[config.mk]
export PLATFORM = sky130hd
export DESIGN_NAME = bfe_mod_unit
export DESIGN_NICKNAME = d
export VERILOG_FILES = /design/src/design/bfe_mod_unit.sv
export SDC_FILE = /design/constraint.sdc
export NUM_CORES = 1
export LEC_CHECK = 0
export BUFFER_PORTS_ARGS = -buffer_cell sky130_fd_sc_hd__buf_2
export CAP_MARGIN = 10
export CORE_UTILIZATION = 40
export CTS_CLUSTER_DIAMETER = 30
export DETAILED_ROUTE_END_ITERATION = 10
export PLACE_DENSITY_LB_ADDON = 0.15
export SYNTH_ARGS = -nofsm -noshare
export SYNTH_HDL_FRONTEND = slang
export SYNTH_SLANG_ARGS = --single-unit
[constraint.sdc]
create_clock -name clk -period 5.4 [get_ports clk]
set_input_delay 0.54 -clock clk [delete_from_list [all_inputs] [get_ports clk]]
set_output_delay 0.54 -clock clk [all_outputs]
set_load 0.1 [all_outputs]
[src/design/bfe_mod_unit.sv]
// Iterative unsigned modulo: 64-bit dividend by a narrow divisor, one bit a cycle.
// Depends on nothing but its parameter.
`timescale 1ns / 1ps
module bfe_mod_unit #(
    parameter int MW = 17
) (
    input  logic          clk,
    input  logic          rst_n,
    input  logic          start,
    input  logic [63:0]   dividend,
    input  logic [MW-1:0] divisor,
    output logic          done,
    output logic [MW-1:0] remainder
);
    logic [63:0] dvd_reg, dvd_next;
    logic [MW:0] rem_reg, rem_next;
    logic [6:0]  cnt_reg, cnt_next;
    logic        busy_reg, busy_next;
    logic        done_reg, done_next;
    logic [MW:0] trial;

    always_comb
    begin
        dvd_next  = dvd_reg;
        rem_next  = rem_reg;
        cnt_next  = cnt_reg;
        busy_next = busy_reg;
        done_next = 1'b0;
        trial     = {rem_reg[MW-1:0], dvd_reg[63]};
        if (start)
        begin
            dvd_next  = dividend;
            rem_next  = '0;
            cnt_next  = 7'd0;
            busy_next = 1'b1;
        end
        else if (busy_reg)
        begin
            if (trial >= {1'b0, divisor})
                rem_next = trial - {1'b0, divisor};
            else
                rem_next = trial;
            dvd_next = {dvd_reg[62:0], 1'b0};
            cnt_next = cnt_reg + 7'd1;
            if (cnt_reg == 7'd63)
            begin
                busy_next = 1'b0;
                done_next = 1'b1;
            end
        end
    end

    always_ff @(posedge clk or negedge rst_n)
    begin
        if (!rst_n)
        begin
            busy_reg <= 1'b0;
            done_reg <= 1'b0;
            cnt_reg  <= 7'd0;
        end
        else
        begin
            busy_reg <= busy_next;
            done_reg <= done_next;
            cnt_reg  <= cnt_next;
        end
    end

    always_ff @(posedge clk)
    begin
        dvd_reg <= dvd_next;
        rem_reg <= rem_next;
    end

    assign done      = done_reg;
    assign remainder = rem_reg[MW-1:0];
endmodule

# ---- Word level (Yosys, flattened, before mapping)
# Index checks and enable logic that the tools add are counted.
# W data, S select, Z words.
dict set report totals {
  register_bits 90
  mem_bits_rw 0
  in_bits 84
  latchBits 0
  wordCells 21
  rom_bits 0
  n_memories 0
}
dict set report op_classes {
  multipliers 0
  eq_ne 1
  addsub 2
  bitwise_logic 0
  mux 11
  div 0
  reduce_logical 1
  n_lt_le_gt_ge 1
  n_shift 0
}
# operator count
set op_table {}
lappend op_table {{$mux W64} 2}
lappend op_table {{$ge A18 B17 Y1} 1}
lappend op_table {{$mux W17} 1}
lappend op_table {{$sub A17 B17 Y17} 1}
lappend op_table {{$mux W7} 2}
lappend op_table {{$add A7 B1 Y7 const B} 1}
lappend op_table {{$eq A7 B6 Y1 const B} 1}
lappend op_table {{$mux W1} 6}
lappend op_table {{$reduce_bool A2 Y1} 1}

# ---- Logic depth before layout (Yosys ltp)
dict set report depth {
  depth_word 4
  mapped_depth 11
}

# ---- Least setup slack after synthesis
# No wires, ideal clock.
dict set report synth_timing {
  kind {register -> register}
  from {reg rem_reg[5]}
  to {reg rem_reg[15]}
  required_time_ns 5.320
  setup_slack_ns 2.460
  setup_time_ns 0.080
  t_arrival_ns 2.860
  synth_period_minus_slack_ns 2.940
  stages_incl_launch_ff 8
  cell_sequence {dfxtp_1 ha_1 a211oi_1 nor2_1 or4_1 o21ai_1 mux2_2 a22oi_1}
}
dict set report synth_via {
  elab_chain_len 2
  word_cells_on_any_way 3
  classes_between {1 x add/sub; 1 x order compare; 1 x mux}
}
# element line_no
set synth_rtl {}
lappend synth_rtl {{start, declared} 16} ;# logic [MW:0] rem_reg, rem_next;
lappend synth_rtl {{start signal, assigned} 72} ;# rem_reg <= rem_next;
lappend synth_rtl {{$sub A17 B17 Y17 / $ge A18 B17 Y1 (equally long branches)} {40, 39}}
lappend synth_rtl {{$mux W17 *} 39} ;# if (trial >= {1'b0, divisor})
# Every way passes the cells marked *; elsewhere a longest branch is shown, timed or not.
# A chain may end at the register's enable or synchronous reset.

# ---- Final worst setup path
dict set report layout_timing {
  from {reg dvd_reg[63]}
  to {reg rem_reg[8]}
}
dict set report layout_via {
  elab_chain_len 2
  word_cells_on_any_way 3
  classes_between {1 x add/sub; 1 x order compare; 1 x mux}
}
# element line_no
set layout_rtl {}
lappend layout_rtl {{start, declared} 15} ;# logic [63:0] dvd_reg, dvd_next;
lappend layout_rtl {{start signal, assigned} 71} ;# dvd_reg <= dvd_next;
lappend layout_rtl {{$sub A17 B17 Y17 / $ge A18 B17 Y1 (equally long branches)} {40, 39}}
lappend layout_rtl {{$mux W17 *} 39}
# Marks and branches as above.

==> results.md <==
- Status: finished with violations
- Violated checks: DRC
- Worst endpoint data arrival time: 3.31 ns
- Global-route wire length before repair: 16100 um
- Count of buffers from port buffering: 101
- TritonCTS clock tree: built
- Buffers from clock root to sink, at most: 2
- PnR worst setup slack: 2.34 ns
- Post-CTS resize count: 0
- Count of boundary I/O pins: 102
- Initial antenna violation count: 0
- Die outline width: ~110 um
- Synth cell types: 65
- Yosys Warn Count: 0
- Kind of capture point of the worst setup path: flip-flop
- Worst max-slew margin expressed relative to the limit: 43.9%
- Leading register cell type out of synthesis: sky130_fd_sc_hd__edfxtp_1
- Post-route ant nets: 0
- Num CTS Buffers: 9
- Syn avg cell area: 12.4 um2
- Post-placement setup slack: ~2.1 ns
- Chip Height: 112 um
- Number of enable flip-flop cells after synthesis: 64
- Yosys reg bits: 90
- Kind of start point of the critical path: flip-flop
- Total overflow reported by the global router: 0
- Power density relative to cell area: ~480 mW/mm2
- Vias in the first global route: 3348
- Largest register FFs: 64
- DRC: 7
- Final #Nets: 592
- Layout cell share with drive strength beyond 1: about two fifths
- Sum Neg Setup Slack: 0 ns
- Initial standard-cell utilization of the core: 41.8%
- Detail-routed net length per standard cell: 14.9 um
- Maximum fanout encountered on the critical timing path: 19
- GR Util All Layers: 16.0%
- Detailed-route vias per instance: around 5.3
- Post-route clock period utilization: between 50% and 60%
- Total length of routed wires: between 9000 and 10000 um
- Final number of setup-violating endpoints: 0
- Data required time at the worst endpoint: 5.65 ns
- Worst setup skew after layout: 0.00738 ns
- Antenna fix cells: 0
- Highest clock rate: between 0.3 and 0.4 GHz
- Part of the Yosys area used for sequential elements: 51.2%
- Synthesized net count: 494
- Half-perimeter wire length after placement: 6840 um
- Setup Buffers After CTS: 0
- Later-pin clock latency in the skew report: around 0.33 ns
- Largest net degree at the start of global routing: 50
- Hold-fix buffers at CTS: 0
- Number of search-and-repair iterations in the first detailed-routing pass: 7
- Period minus WS final: between 3 and 4 ns
- Worst hold-check slack: between 0.04 and 0.05 ns
- Worst-case vdd ir drop: 0.171 mV
- GP Congestion: 0.770
- Placeable core region: 0.0116 mm2
- Number of sinks driven by the clock tree: 90
- Cell type contributing the most total cell area after synthesis: sky130_fd_sc_hd__edfxtp_1
- H-Tree Level Count: 3
- Clk Tree Root Cell: sky130_fd_sc_hd__clkbuf_16
- Final Hold Violating Endpoints: 0
- Reg-to-reg critical path startpoint: dvd_reg[63]
- Total number of vias: 3366
- Count of standard-cell rows: 39
- Post-synthesis instance area: 0.00485 mm2
- Final count of pins violating max slew: 0
- Class of the most critical hold timing path: in -> async
- Crit Path Class: reg -> reg
- Final-layout fill cell count: 1057
- Proportion of netlist area held by the largest area contributor: between 30% and 40%
- Max-cap violations: 0
- Die area: 0.0126 mm2
- Actual transition at the worst max-transition pin: approximately 0.84 ns
- Startpoint of the most critical setup path: dvd_reg[63]
- Area Growth Syn to Fin: 19.0%
- Share of synthesized flip-flops with an asynchronous set or reset: 10.0%
- Synth top area cells: sky130_fd_sc_hd__edfxtp_1, sky130_fd_sc_hd__mux2_2, sky130_fd_sc_hd__dfxtp_1
- Unrepaired setup endpoints after global routing: false
- Reported leakage power: 2.52 nW
- Most numerous cell types in the synthesized netlist: sky130_fd_sc_hd__edfxtp_1, sky130_fd_sc_hd__mux2_2, sky130_fd_sc_hd__inv_1
- Gate count of the mapped netlist: 391
- Violation count after the first detailed-route iteration: between 150 and 200
- Register clock-pin slew on the reported worst setup and hold paths: around 0.070 ns
## kinds of logic (layout without fill, tap and decap cells)
kind of cell | count (synthesis) | after routing | share of synthesized area, %
AO/OA/AOI/OAI | 87 | 87 | 14.3
XOR/XNOR | 12 | 12 | 2.17
adder cells (fa/ha/maj) | 19 | 19 | 5.05
buffers and inverters | 39 | 142 | 3.58
flip-flops | 90 | 90 | 51.2
multiplexers | 67 | 67 | 15.5
AND/OR/NAND/NOR | 77 | 77 | 8.25
## power breakdown
group | switching, mW | leakage, nW | internal [mW]
clock | 0.247 | 0.150 | 0.402
sequential | 0.0814 | 0.937 | 0.852
combinational | 0.802 | 1.43 | 0.375
## cell usage in the layout (no fill, tap or decap), drive strengths merged, types with 3 or more instances in the layout
| master | instances |
|---|---|
| a211oi | 4 |
| a21o | 9 |
| a21oi | 14 |
| a221oi | 3 |
| a311oi | 5 |
| a32oi | 3 |
| and4 | 4 |
| buf | 103 |
| clkbuf | 10 |
| clkinv | 3 |
| dfrtp | 9 |
| dfxtp | 17 |
| edfxtp | 64 |
| ha | 18 |
| inv | 23 |
| mux2 | 64 |
| mux2i | 3 |
| nand2 | 19 |
| nand3 | 10 |
| nor2 | 18 |
| nor2b | 4 |
| nor3 | 4 |
| o21a | 4 |
| o21ai | 17 |
| o31a | 3 |
| o31ai | 3 |
| or3 | 4 |
| xnor2 | 3 |
| xor2 | 9 |
## metrics by stage
stage / total power, mW / area (um2) / instances / utilization (%)
2_1_floorplan: 1.92 / 4850 / 391 / -
3_3_place_gp: 2.12 / 5470 / 621 / 47.1
3_5_place_dp: 2.12 / 5470 / 621 / 47.1
4_1_cts: 2.78 / 5780 / 637 / 49.8
5_1_grt: 2.91 / 5780 / 637 / 49.8
6_report: 2.76 / 5780 / 637 / 49.8
## routing by layer
layer / routed length (um) / global-route usage [%] / vias to the layer above
met5: 0 / 0 / -
met2: 4340 / 26.0 / 84
met4: 130 / 4.89 / 0
met3: 584 / 4.75 / 13
met1: 4410 / 20.5 / 1575
li1: - / - / 1694
## worst max-delay path, stage by stage, from the launching register on
cell	delay, ns
sky130_fd_sc_hd__edfxtp_1	0.38
sky130_fd_sc_hd__inv_1	0.07
sky130_fd_sc_hd__ha_1	0.15
sky130_fd_sc_hd__inv_1	0.05
sky130_fd_sc_hd__fa_1	0.44
sky130_fd_sc_hd__a211oi_4	0.37
sky130_fd_sc_hd__o21bai_1	0.16
sky130_fd_sc_hd__a21o_1	0.25
sky130_fd_sc_hd__a21oi_2	0.66
sky130_fd_sc_hd__a221oi_1	0.22
sky130_fd_sc_hd__nor3_1	0.22
## area by class of cell
cell class	count	area (um2)	share of cell area, %
sequential	90	2490	43.0
multi-input combinational	262	2190	38.0
tap	143	179	3.10
timing repair buffer	103	523	9.05
clock inverter	6	81.3	1.41
clock buffer	10	229	3.96
inverter	23	86.3	1.49
## path summary, 6_finish.rpt
kind / to / slack (ns) / cells past startpoint
max: rem_reg[8] / 2.34 / 10
min: cnt_reg[1] / 0.04 / 1
max reg2reg: rem_reg[8] / 2.34 / 10
min reg2reg: done / 0.48 / 1
max in group asynchronous: busy_reg / 5.17 / 1
min in group clk: done / 0.48 / 1
(Power assumes the default switching activity.)
